<file path="config.mk">
export PLATFORM = sky130hd
export DESIGN_NAME = month_calendar_grid
export DESIGN_NICKNAME = d
export VERILOG_FILES = /design/src/hdl/mcg_pkg.sv /design/src/hdl/mcg_front.sv /design/src/hdl/mcg_queue.sv /design/src/hdl/mcg_back.sv /design/src/hdl/month_calendar_grid.sv
export SDC_FILE = /design/constraint.sdc
export NUM_CORES = 1
export LEC_CHECK = 0
export BUFFER_PORTS_ARGS = -buffer_cell sky130_fd_sc_hd__buf_2
export CORE_ASPECT_RATIO = 0.6
export CORE_MARGIN = 3
export CORE_UTILIZATION = 25
export CTS_CLUSTER_SIZE = 40
export DETAILED_ROUTE_END_ITERATION = 8
export HOLD_SLACK_MARGIN = 0.05
export SKIP_CTS_REPAIR_TIMING = 1
export SYNTH_ARGS = -nofsm -noshare
export SYNTH_HDL_FRONTEND = slang
export SYNTH_SLANG_ARGS = --single-unit
</file>
<file path="constraint.sdc">
create_clock -name clk -period 11 [get_ports clk]
set_input_delay 1.65 -clock clk [delete_from_list [all_inputs] [get_ports clk]]
set_output_delay 1.65 -clock clk [all_outputs]
set_load 0.01 [all_outputs]
</file>
<file path="src/hdl/mcg_pkg.sv">
// Shared types, constants and calendar tables for the month calendar grid.
package mcg_pkg;

  localparam int unsigned MCG_QUEUE_DEPTH = 2;
  localparam int unsigned GRID_SLOTS      = 42;
  localparam int unsigned REFORM_YEAR     = 1752;

  // Reciprocal of 25 scaled by 2^17, exact for dividends below 4096.
  localparam logic [12:0] RECIP25    = 13'd5243;
  localparam int unsigned RECIP_SHIFT = 17;

  localparam logic [1:0] KIND_BLANK  = 2'd0;
  localparam logic [1:0] KIND_NORMAL = 2'd1;
  localparam logic [1:0] KIND_SEP    = 2'd2;

  localparam logic CFG_MONDAY_FIRST = 1'b0;
  localparam logic CFG_ORDINAL      = 1'b1;

  // One grid job as seen by the back end.
  typedef struct packed {
    logic [1:0] kind;
    logic [2:0] pos;    // column of the first
    logic [4:0] dim;    // days in month
    logic [8:0] start;  // number printed on the first
  } mcg_entry_t;

  // Days before the first of month m in a common year.
  function automatic logic [8:0] month_cum(input logic [3:0] m);
    logic [8:0] r;
    case (m)
      4'd1:    r = 9'd0;
      4'd2:    r = 9'd31;
      4'd3:    r = 9'd59;
      4'd4:    r = 9'd90;
      4'd5:    r = 9'd120;
      4'd6:    r = 9'd151;
      4'd7:    r = 9'd181;
      4'd8:    r = 9'd212;
      4'd9:    r = 9'd243;
      4'd10:   r = 9'd273;
      4'd11:   r = 9'd304;
      4'd12:   r = 9'd334;
      default: r = 9'd0;
    endcase
    return r;
  endfunction

  function automatic logic [4:0] month_days(input logic [3:0] m, input logic leap);
    logic [4:0] r;
    case (m)
      4'd2:                    r = leap ? 5'd29 : 5'd28;
      4'd4, 4'd6, 4'd9, 4'd11: r = 5'd30;
      4'd1, 4'd3, 4'd5, 4'd7,
      4'd8, 4'd10, 4'd12:      r = 5'd31;
      default:                 r = 5'd0;
    endcase
    return r;
  endfunction

  // Residue mod 7 by summing octal digits (8 is 1 mod 7).
  function automatic logic [2:0] mod7(input logic [14:0] v);
    logic [5:0] s;
    logic [3:0] f;
    s = 6'(v[2:0]) + 6'(v[5:3]) + 6'(v[8:6]) + 6'(v[11:9]) + 6'(v[14:12]);
    f = 4'(s[2:0]) + 4'(s[5:3]);
    if (f >= 4'd7) f = f - 4'd7;
    return f[2:0];
  endfunction

  // September 1752, Sunday-first; the 2nd is followed by the 14th. 0 is blank.
  function automatic logic [4:0] sep_dom(input logic [5:0] idx);
    logic [4:0] r;
    if (idx == 6'd2)                        r = 5'd1;
    else if (idx == 6'd3)                   r = 5'd2;
    else if (idx >= 6'd4 && idx <= 6'd20)   r = 5'(idx + 6'd10);
    else                                    r = 5'd0;
    return r;
  endfunction

endpackage

</file>
<file path="src/hdl/mcg_front.sv">
// Front end: takes a month request and works out the grid job for the back end.
module mcg_front (
  input  logic                clk,
  input  logic                rst,
  input  logic                in_valid,
  output logic                in_ready,
  input  logic [3:0]          in_month,
  input  logic [13:0]         in_year,
  input  logic                monday_first,
  input  logic                ordinal_numbering,
  output logic                push_valid,
  input  logic                push_ready,
  output mcg_pkg::mcg_entry_t push_entry
);
  import mcg_pkg::*;

  localparam logic [1:0] ST_IDLE = 2'd0;
  localparam logic [1:0] ST_DIV  = 2'd1;
  localparam logic [1:0] ST_SUM  = 2'd2;
  localparam logic [1:0] ST_PUSH = 2'd3;

  logic [1:0]  state;
  logic [3:0]  month;
  logic [13:0] year;
  logic [13:0] n;
  logic [7:0]  qn;     // (year-1)/100
  logic [7:0]  qy;     // year/100
  logic [14:0] total;
  logic        leap;
  logic [8:0]  fdoy;
  logic [1:0]  kind;

  logic [24:0] prod_n, prod_y;
  logic        y4, y100, leap_next, after_gap;
  logic [12:0] leaps;
  logic [8:0]  fdoy_next;
  logic [2:0]  wd;

  assign n = year - 14'd1;
  assign prod_n = 25'(n[13:2]) * 25'(RECIP25);
  assign prod_y = 25'(year[13:2]) * 25'(RECIP25);

  always_comb begin
    y4   = (year[1:0] == 2'b00);
    y100 = y4 && (13'(year[13:2]) == 13'(qy) * 13'd25);
    if (year <= 14'(REFORM_YEAR)) begin
      leap_next = y4;
    end else begin
      leap_next = y4 && (!y100 || year[3:0] == 4'd0);
    end
    if (n <= 14'd1700) begin
      leaps = 13'(n[13:2]);
    end else begin
      leaps = 13'(n[13:2]) - 13'(qn) + 13'(qn[7:2]) + 13'd13;
    end
    fdoy_next = month_cum(month) + 9'd1 + 9'((leap_next && month > 4'd2) ? 1 : 0);
    after_gap = (year > 14'(REFORM_YEAR)) || (year == 14'(REFORM_YEAR) && month >= 4'd10);
  end

  always_ff @(posedge clk) begin
    if (rst) begin
      state <= ST_IDLE;
    end else begin
      case (state)
        ST_IDLE: if (in_valid) state <= ST_DIV;
        ST_DIV:  state <= ST_SUM;
        ST_SUM:  state <= ST_PUSH;
        ST_PUSH: if (push_ready) state <= ST_IDLE;
        default: state <= ST_IDLE;
      endcase
    end
  end

  always_ff @(posedge clk) begin
    if (state == ST_IDLE && in_valid) begin
      month <= in_month;
      year  <= in_year;
    end
    if (state == ST_DIV) begin
      qn <= prod_n[RECIP_SHIFT+:8];
      qy <= prod_y[RECIP_SHIFT+:8];
      if (month == 4'd9 && year == 14'(REFORM_YEAR)) begin
        kind <= KIND_SEP;
      end else if (month >= 4'd1 && month <= 4'd12 && year != 14'd0) begin
        kind <= KIND_NORMAL;
      end else begin
        kind <= KIND_BLANK;
      end
    end
    if (state == ST_SUM) begin
      // 365 is 1 mod 7; weekday offset is 5 before the gap, 1 after it
      total <= 15'(n) + 15'(leaps) + 15'(fdoy_next) + (after_gap ? 15'd1 : 15'd5);
      leap  <= leap_next;
      fdoy  <= fdoy_next;
    end
  end

  assign wd = mod7(total);

  always_comb begin
    push_entry.kind  = kind;
    push_entry.pos   = monday_first ? ((wd == 3'd0) ? 3'd6 : wd - 3'd1) : wd;
    push_entry.dim   = month_days(month, leap);
    push_entry.start = ordinal_numbering ? fdoy : 9'd1;
  end

  assign in_ready   = (state == ST_IDLE);
  assign push_valid = (state == ST_PUSH);

endmodule

</file>
<file path="src/hdl/mcg_queue.sv">
// Small job queue between the front and back ends.
module mcg_queue #(
  parameter int unsigned DEPTH = mcg_pkg::MCG_QUEUE_DEPTH
) (
  input  logic                clk,
  input  logic                rst,
  input  logic                push_valid,
  output logic                push_ready,
  input  mcg_pkg::mcg_entry_t push_entry,
  output logic                pop_valid,
  input  logic                pop_ready,
  output mcg_pkg::mcg_entry_t pop_entry
);
  import mcg_pkg::*;

  localparam int unsigned PW = $clog2(DEPTH);
  localparam int unsigned CW = $clog2(DEPTH + 1);

  mcg_entry_t    mem [DEPTH];
  logic [PW-1:0] wr_ptr, rd_ptr;
  logic [CW-1:0] count;
  logic          do_push, do_pop;

  assign push_ready = (count != CW'(DEPTH));
  assign pop_valid  = (count != '0);
  assign do_push    = push_valid && push_ready;
  assign do_pop     = pop_ready && pop_valid;
  assign pop_entry  = mem[rd_ptr];

  always_ff @(posedge clk) begin
    if (rst) begin
      wr_ptr <= '0;
      rd_ptr <= '0;
      count  <= '0;
    end else begin
      if (do_push) wr_ptr <= (wr_ptr == PW'(DEPTH - 1)) ? '0 : wr_ptr + 1'b1;
      if (do_pop)  rd_ptr <= (rd_ptr == PW'(DEPTH - 1)) ? '0 : rd_ptr + 1'b1;
      if (do_push && !do_pop)      count <= count + 1'b1;
      else if (do_pop && !do_push) count <= count - 1'b1;
    end
  end

  always_ff @(posedge clk) begin
    if (do_push) mem[wr_ptr] <= push_entry;
  end

endmodule

</file>
<file path="src/hdl/mcg_back.sv">
// Back end: walks the 42 grid slots of one job into the output register.
module mcg_back (
  input  logic                clk,
  input  logic                rst,
  input  logic                pop_valid,
  output logic                pop_ready,
  input  mcg_pkg::mcg_entry_t pop_entry,
  input  logic                monday_first,
  input  logic                ordinal_numbering,
  output logic                out_valid,
  input  logic                out_ready,
  output logic [5:0]          out_slot,
  output logic                out_blank,
  output logic [8:0]          out_day,
  output logic                out_last
);
  import mcg_pkg::*;

  logic [5:0] slot;
  logic       advance, at_end;
  logic [5:0] rel, sep_idx;
  logic [4:0] dom;
  logic [8:0] day_next;

  assign advance   = pop_valid && (!out_valid || out_ready);
  assign at_end    = (slot == 6'(GRID_SLOTS - 1));
  assign pop_ready = advance && at_end;

  always_comb begin
    rel      = slot - 6'(pop_entry.pos);
    sep_idx  = slot + 6'(monday_first);
    dom      = sep_dom(sep_idx);
    day_next = 9'd0;
    case (pop_entry.kind)
      KIND_NORMAL: begin
        if (slot >= 6'(pop_entry.pos) && rel < 6'(pop_entry.dim))
          day_next = pop_entry.start + 9'(rel);
      end
      KIND_SEP: begin
        // day of year of the 1st is 245 and every later day keeps the same offset
        if (dom != 5'd0) day_next = ordinal_numbering ? 9'(dom) + 9'd244 : 9'(dom);
      end
      default: day_next = 9'd0;
    endcase
  end

  always_ff @(posedge clk) begin
    if (rst) begin
      slot      <= '0;
      out_valid <= 1'b0;
    end else begin
      if (advance) begin
        slot      <= at_end ? 6'd0 : slot + 6'd1;
        out_valid <= 1'b1;
      end else if (out_ready) begin
        out_valid <= 1'b0;
      end
    end
  end

  always_ff @(posedge clk) begin
    if (advance) begin
      out_slot  <= slot;
      out_day   <= day_next;
      out_blank <= (day_next == 9'd0);
      out_last  <= at_end;
    end
  end

  a_last_on_final_slot: assert property (@(posedge clk) disable iff (rst)
    out_valid |-> (out_last == (out_slot == 6'(GRID_SLOTS - 1))))
    else $error("last flag does not match slot 41");

  a_blank_means_zero: assert property (@(posedge clk) disable iff (rst)
    out_valid |-> (out_blank == (out_day == 9'd0)))
    else $error("blank flag and day value disagree");

  a_slot_in_order: assert property (@(posedge clk) disable iff (rst)
    (out_valid && out_ready && !out_last) |=> (out_valid && out_slot == $past(out_slot) + 6'd1))
    else $error("grid slot skipped or stalled inside a grid");

endmodule

</file>
<file path="src/hdl/month_calendar_grid.sv">
// Top level of the month calendar grid: config registers and front/queue/back hookup.
//
//   channel  dir  handshake              payload
//   s_*      in   s_tvalid / s_tready    s_tdata: month[3:0], year[17:4]
//   m_*      out  m_tvalid / m_tready    m_tdata: slot_index, day_value; m_tuser: blank; m_tlast
//   cfg_*    in   cfg_valid / cfg_ready  cfg_index, cfg_data
//
// Each request yields 42 items, one per cycle while m_tready is high, counted by the
// back end's slot counter. The front end takes each request through divide, sum and
// push states, accepts no new one until idle again, and runs ahead into a two-entry
// queue. Reset is synchronous and clears all control state and both config registers.
// A stall on m_tready holds the output register and, once the queue is full, s_tready.
module month_calendar_grid #(
  parameter int unsigned QUEUE_DEPTH = mcg_pkg::MCG_QUEUE_DEPTH
) (
  input  logic        clk,
  input  logic        rst,
  input  logic        s_tvalid,
  output logic        s_tready,
  input  logic [23:0] s_tdata,    // [3:0] month, [17:4] year, [23:18] zero
  output logic        m_tvalid,
  input  logic        m_tready,
  output logic [15:0] m_tdata,    // [5:0] slot_index, [14:6] day_value, [15] zero
  output logic        m_tuser,    // [0] blank
  output logic        m_tlast,
  input  logic        cfg_valid,
  output logic        cfg_ready,
  input  logic        cfg_index,
  input  logic        cfg_data
);
  import mcg_pkg::*;

  logic       monday_first, ordinal_numbering;
  logic       push_valid, push_ready, pop_valid, pop_ready;
  mcg_entry_t push_entry, pop_entry;
  logic [5:0] out_slot;
  logic [8:0] out_day;

  assign cfg_ready = 1'b1;

  always_ff @(posedge clk) begin
    if (rst) begin
      monday_first      <= 1'b0;
      ordinal_numbering <= 1'b0;
    end else if (cfg_valid) begin
      case (cfg_index)
        CFG_MONDAY_FIRST: monday_first      <= cfg_data;
        CFG_ORDINAL:      ordinal_numbering <= cfg_data;
        default:          ;
      endcase
    end
  end

  mcg_front u_front (
    .clk               (clk),
    .rst               (rst),
    .in_valid          (s_tvalid),
    .in_ready          (s_tready),
    .in_month          (s_tdata[3:0]),
    .in_year           (s_tdata[17:4]),
    .monday_first      (monday_first),
    .ordinal_numbering (ordinal_numbering),
    .push_valid        (push_valid),
    .push_ready        (push_ready),
    .push_entry        (push_entry)
  );

  mcg_queue #(
    .DEPTH (QUEUE_DEPTH)
  ) u_queue (
    .clk        (clk),
    .rst        (rst),
    .push_valid (push_valid),
    .push_ready (push_ready),
    .push_entry (push_entry),
    .pop_valid  (pop_valid),
    .pop_ready  (pop_ready),
    .pop_entry  (pop_entry)
  );

  mcg_back u_back (
    .clk               (clk),
    .rst               (rst),
    .pop_valid         (pop_valid),
    .pop_ready         (pop_ready),
    .pop_entry         (pop_entry),
    .monday_first      (monday_first),
    .ordinal_numbering (ordinal_numbering),
    .out_valid         (m_tvalid),
    .out_ready         (m_tready),
    .out_slot          (out_slot),
    .out_blank         (m_tuser),
    .out_day           (out_day),
    .out_last          (m_tlast)
  );

  assign m_tdata = {1'b0, out_day, out_slot};

endmodule
</file>
## Word-level counts from Yosys, hierarchy flattened

Memories as Yosys holds them, arrays and structs flattened. A register that Yosys moved wholly into a read port is not among the register bits.
Cells that the tools add are included.

| operators by class | value |
|---|---|
| add/subtract/negate cells | 26 |
| $mul | 3 |
| magnitude comparators | 12 |
| equal/unequal tests | 25 |
| muxes and demuxes | 33 |
| bitwise operators | 1 |
| reductions and logical operators | 38 |

Operators by type and width:

| cell | number |
|---|---|
| multiplier 12 x 13 -> 25 bit, second input constant | 2 |
| 2-to-1 mux 9 bit | 4 |
| <= comparator 14 x 11 -> 1 bit, second input constant | 2 |
| == test 4 bit, second input constant | 5 |
| adder 6 x 3 -> 6 bit | 3 |
| case mux 9 bit (2 select lines) | 1 |
| == test 4 x 3 -> 1 bit, second input constant | 4 |
| logical AND 1 bit | 16 |
| adder 14 x 13 -> 15 bit | 1 |
| adder 15 bit | 1 |
| adder 15 x 9 -> 15 bit | 1 |
| 2-to-1 mux 5 bit | 3 |
| case mux 5 bit (3 select lines) | 1 |
| == test 14 x 11 -> 1 bit, second input constant | 1 |
| greater-than comparator 14 x 11 -> 1 bit, second input constant | 1 |
| nonzero test 14 bit | 1 |
| subtractor 14 x 1 -> 14 bit, second input constant | 1 |
| adder 13 x 4 -> 13 bit, second input constant | 1 |
| adder 13 x 6 -> 13 bit | 1 |
| == test 12 x 13 -> 1 bit | 1 |
| multiplier 8 x 5 -> 13 bit, second input constant | 1 |
| 2-to-1 mux 13 bit | 1 |
| subtractor 12 x 8 -> 13 bit | 1 |
| == test 6 x 2 -> 1 bit, second input constant | 2 |
| 47 further kinds | 82 |

| storage, ports and cells | value |
|---|---|
| bits in registers | 93 |
| memory bits (writable) | 38 |
| bits in read-only memories | 144 |
| input port bits | 31 |
| output and inout port bits | 21 |
| word-level logic and storage cells | 160 |
| memories kept | 2 |

Memory list:

| name | words | bits a word | rd ports | clocked after memory_dff | wr ports | RTL line | source |
|---|---|---|---|---|---|---|---|
| (name not given) | 16 | 9 | 1 | 1 | 0 | mcg_pkg.sv:30 | `case (m)` |
| u_queue.mem | 2 | 19 | 1 | 1 | 1 | mcg_queue.sv:19 | `mcg_entry_t mem [DEPTH];` |

## Depth between registers and ports, before layout

| logic depth | value |
|---|---|
| depth in word-level cells | 12 |
| depth in mapped cells | 30 |
| depth with buffers taken out | 30 |

## Cells and area by module

Synthesis repeated with hierarchy kept, for this count alone.

| unflattened totals | value |
|---|---|
| cell total of the unflattened synthesis | 1462 |
| area total of the unflattened synthesis | 15601.2 um^2 |

By module, submodules not included:

| module | times used | cells an instance | area each (um^2) | seq. area each (um^2) |
|---|---|---|---|---|
| mcg_front | 1 | 1131 | 11725.0 | 2052.0 |
| mcg_back | 1 | 235 | 2170.8 | 650.6 |
| mcg_queue | 1 | 83 | 1590.3 | 1241.2 |
| month_calendar_grid | 1 | 13 | 115.1 | 40.0 |

## Least setup slack after synthesis

OpenSTA, ideal clock, no wires.

| timing | value |
|---|---|
| kind | register -> register |
| start | reg u_front.year[3] |
| end | reg u_front.qn[6], data pin |
| setup time | 0.262 ns |
| arrival | 6.403 ns |
| data required time | 10.738 ns |
| path slack | 4.335 ns |
| cell stages (with the launch flop) | 25 |
| path buffers | 0 |
| period minus slack after synthesis | 6.665 ns |
| path through | edfxtp_1 -> inv_1 -> ha_1 -> nand2_1 -> nor3_1 -> nand3_1 -> nor3_1 -> xnor2_1 -> inv_1 -> ha_1 -> fa_1 -> inv_1 -> fa_1 -> inv_1 -> fa_1 -> fa_1 -> ha_1 -> nand4_1 -> a21oi_1 -> a2111oi_2 -> a21oi_1 -> a311o_2 -> a211oi_2 -> o21bai_1 -> xor2_1 |

| on the way | value |
|---|---|
| cells in the longest elaborated chain, start to end | 2 |

Ends and longest elaborated chain:

| what | RTL line | source |
|---|---|---|
| start, declared | mcg_front.sv:24 | `logic [13:0] year;` |
| start signal, assigned | mcg_front.sv:77 | `year <= in_year;` |
| subtractor 14 x 1 -> 14 bit | mcg_front.sv:39 | `assign n = year - 14'd1;` |
| multiplier 12 x 13 -> 25 bit | mcg_front.sv:40 | `assign prod_n = 25'(n[13:2]) * 25'(RECIP25);` |
| net u_front.prod_n[23] | mcg_front.sv:33 | `logic [24:0] prod_n, prod_y;` |
| end signal, assigned | mcg_front.sv:80 | `qn <= prod_n[RECIP_SHIFT+:8];` |
| end, declared | mcg_front.sv:26 | `logic [7:0] qn;` |

The timed path passes the listed nets, and every way through them passes these cells.
A chain may end at the register's enable or synchronous reset.

## Final worst setup path

| timing | value |
|---|---|
| start | reg u_front.year[0] |
| end | reg u_front.qn[6], data pin |

The elaborated chain is that of the path after synthesis.

==> results.md <==
- The number of global-route vias before repair is 10000.
- The endpoint identified for the worst register-to-register timing path is u_front.qn[6]$_DFFE_PN_.
- The Yosys warning count is 0.
- The number of antenna diodes in the final layout is 0.
- The floorplan row count is 68.
- The post-synthesis to final-layout area growth is 12.1%.
- The residual antenna-violating net count after detailed routing is 0.
- The final HPWL from detailed placement is 27500 um.
- The path type of the worst setup path is register to register.
- The master of the slowest instance on the critical path is fa_1.
- In this run the clock root is driven by a clkbuf_16.
- The die span in y is 195 um.
- The CTS tree is yes.
- Summing over every cut layer, the via total after detailed routing is 9772.
- Each instance of the synthesized netlist takes up on average 10.7 um^2.
- The number of cells on the worst reg-to-reg path is 25.
- For this run the aggregate overflow at the end of global routing stands at 0.
- At the worst endpoint, the arrival time is 7660 ps.
- The cell area that synthesis handed to floorplanning was 14900 um^2.
- For this run, the slowest stage of the critical path takes 560 ps.
- In this run the tightest slew margin relative to its limit is 10.7%.
- In this run, the number of DRC markers left after iteration 0 of detailed routing was 630.
- The overall track demand over capacity in global routing is 10.8%.
- The actual transition at the worst max-transition pin is 1300 ps.
- The I/O pin count is 52.
- The core region is 58100 um^2.
- STA classifies the critical path endpoint as a register.
- The clock slew at the register clock pins of the worst setup and hold paths is 80 ps.
- After detailed routing, the number of vias per cell comes to 4.37.
- For this configuration, the core starts out at a cell density of 25.6%.
- The setup TNS is 0 ps.
- The run finished with clean final reports.
- At the end of routability-driven placement, the weighted congestion stood at 0.856.
- The tightest hold path in the finished design has a slack of 457 ps.
- In the routed design, unresolved DRC markers number 0.
- The max capacitance violation total is 0.
- Across the routed clock network, the largest skew measured is 19.6 ps.
- Setup repair after global routing left no endpoint under its margin.
- The cell count after synthesis came out at 1395.
- The distinct cell type count of the synthesized netlist is 64.
- The final instance count without filler cells is 2238.
- For this run, the top clock speed supported by timing is 134 MHz.
- The number of max-slew violations in the final report is 0.
- STA classifies the critical path startpoint as a register.
- The layout cell share with drive strength beyond 1 is 7.83%.
- Counting flops with an async set or reset pin after synthesis yields a share of 0%.
- The number of placed instances, taps included is 2206.
- Once layout is done, the placed cells without fillers occupy 16700 um^2.
- The first global-routing pass estimated 53600 um of wire.
- The clock tree synthesis step divided the H-tree into 4 levels.
- The most used flip-flop cell after synthesis is edfxtp_1.
- The cell area after placement is 16100 um^2.
- The number of search-and-repair iterations in the first detailed-routing pass is 4.
- The number of endpoints with negative hold slack in the final report is 0.
- Setup violations remaining at the end of the flow were counted as 0.
- The initial antenna violation count is 0.
- The critical path required time is 11190 ps.
- The filler cell count is 5996.
- The part of the Yosys area used for sequential elements is 26.0%.
- The width of the chip is 321 um.
- The setup slack of the worst register-to-register path is 3530 ps.
- In this run the worst setup path begins at u_front.year[0]$_DFFE_PP_.
- The maximum number of pins on one net before global-route repair is 27.
- The total wire length after detailed routing is 33000 um.
- The number of sinks on the clock net is 137.
- The floorplan step defined a die boundary enclosing 62500 um^2.
- Leaving out fill and tap cells, the most frequent cells in the layout are 312 x ha_1, 273 x inv_1, 123 x fa_1, 112 x edfxtp_1, 65 x xnor2_1.
- The leading cell type in the layout, fill and taps excluded is ha_1.
- The share of the clock period used by the worst path is 67.9%.
- The number of clock buffers added by TritonCTS is 17.
- The clock passes through at most 2 buffers.
- At the end of the flow, the number of nets in the layout was 1921.
- Counting flops and latches in the post-synthesis netlist gives 137.
- The worst register-to-register path begins at u_front.year[0]$_DFFE_PP_.
- The synthesized net count is 1861.
- The largest fanout of any net on the critical path is 7.
- Following the worst setup path forward leads to its endpoint at u_front.qn[6]$_DFFE_PN_.
- The insertion delay of the later-clocked pin in the worst-skew pair is 440 ps.
- The count of port buffers added during placement is 43.
- Counting I/O delays and the setup requirement, the final critical path takes 7470 ps.
- The number of flops mapped to enable cells by yosys is 112.
- The worst hold path belongs to the class register to register.
- After detailed routing, the average wire length per cell comes to 14.7 um.
cells in the mapped netlist, types with 2 or more instances:
cell	count	area [um^2]
ha_1	312	3900
inv_1	273	1020
fa_1	123	2460
edfxtp_1	112	3360
xnor2_1	65	569
a21oi_1	59	295
nand2_1	53	199
nor2_1	44	165
o21ai_0	40	200
xor2_1	35	307
dfxtp_1	25	500
a21o_1	24	180
mux2i_1	24	240
nand3_1	23	115
and2_1	14	87.6
nor3_1	14	70.1
mux2_2	13	146
nor2b_1	11	68.8
o21a_1	10	75.1
nand2b_1	9	56.3
nand4_1	9	56.3
clkbuf_1	7	26.3
a211oi_1	6	45.0
a22o_1	6	52.6
nand3b_1	6	45.0
o21bai_1	6	45.0
a31oi_1	5	31.3
buf_4	5	37.5
nor4_1	5	31.3
o211ai_1	5	37.5
or3_1	5	31.3
or2_2	4	25.0
and3_1	3	18.8
o41ai_1	3	26.3
a2111oi_2	2	30.0
a22oi_1	2	15.0
and4_1	2	17.5
buf_2	2	10.0
conb_1	2	7.51
nor3_2	2	20.0
o31ai_1	2	15.0
worst min path at each step:
stage	end	startpoint	cells past startpoint
floorplan	u_back.out_slot[3]$_DFFE_PP_	u_back.slot[3]$_SDFFE_PP0P_	0
global placement	u_queue.mem[1][18]$_DFFE_PP_	u_front.kind[1]$_SDFFCE_PP1N_	0
detailed placement	u_queue.mem[1][18]$_DFFE_PP_	u_front.kind[1]$_SDFFCE_PP1N_	0
CTS	u_queue.mem[1][18]$_DFFE_PP_	u_front.kind[1]$_SDFFCE_PP1N_	0
global route	u_queue.mem[1][18]$_DFFE_PP_	u_front.kind[1]$_SDFFCE_PP1N_	0
finish	u_queue.mem[1][18]$_DFFE_PP_	u_front.kind[1]$_SDFFCE_PP1N_	0
layout make-up:
type                       instances  area, um^2  area share (%)
sequential                       137        3860            23.2
timing repair buffer              56         313            1.88
clock inverter                    15         174            1.04
inverter                         273        1020            6.15
clock buffer                      17         425            2.55
tap                              770         963            5.78
multi-input combinational        970        9890            59.4
state kept, by name, summed over array words and instances, names as in the netlist, 2 cells and up, named ones only:
name and cells:
u_queue.mem 34, u_front.total 15, u_front.year 14, u_back.out_day 9
u_front.fdoy 9, u_front.qn 8, u_front.qy 8, u_back.out_slot 6
u_back.slot 6, u_front.month 4, u_front.kind 2, u_front.state 2
u_queue.count 2
worst max-delay path, delay by kind of cell (launching register included):
family	cells	cell delay [ps]
flip-flops	1	430
adder cells (fa/ha/maj)	7	3190
XOR/XNOR	2	320
buffers and inverters	5	630
AO/OA/AOI/OAI	7	1550
AND/OR/NAND/NOR	4	1100
kinds of logic (layout without fill, tap and decap cells):
logic type | Yosys count | in the layout | share of synthesized area [%]
other cells | 2 | 2 | 0.0505
fa+ha+maj | 435 | 435 | 42.8
flops | 137 | 137 | 26.0
mux | 37 | 37 | 2.60
compound gates | 186 | 186 | 8.08
xor+xnor | 100 | 100 | 5.89
simple gates | 210 | 210 | 7.12
buf+inv | 288 | 361 | 7.42
per-layer routing:
| metal | GRT usage (%) | routed length (um) | up-vias |
|---|---|---|---|
| met1 | 17.4 | 18700 | 4761 |
| met4 | 1.00 | 121 | 0 |
| met5 | 0 | 0 | - |
| li1 | - | - | 4824 |
| met2 | 14.9 | 12500 | 174 |
| met3 | 2.43 | 1630 | 13 |
metrics by stage:
step	utilization (%)	worst slack, ps
3_3_place_gp	27.6	3640
6_report	28.7	3530
3_5_place_dp	27.6	3570
5_1_grt	28.7	2980
2_1_floorplan	-	4330
4_1_cts	28.7	3550
Power is left out: the tool's default activity adds up to more than one toggle a clock period on the data nets, which glitch-free logic cannot reach.
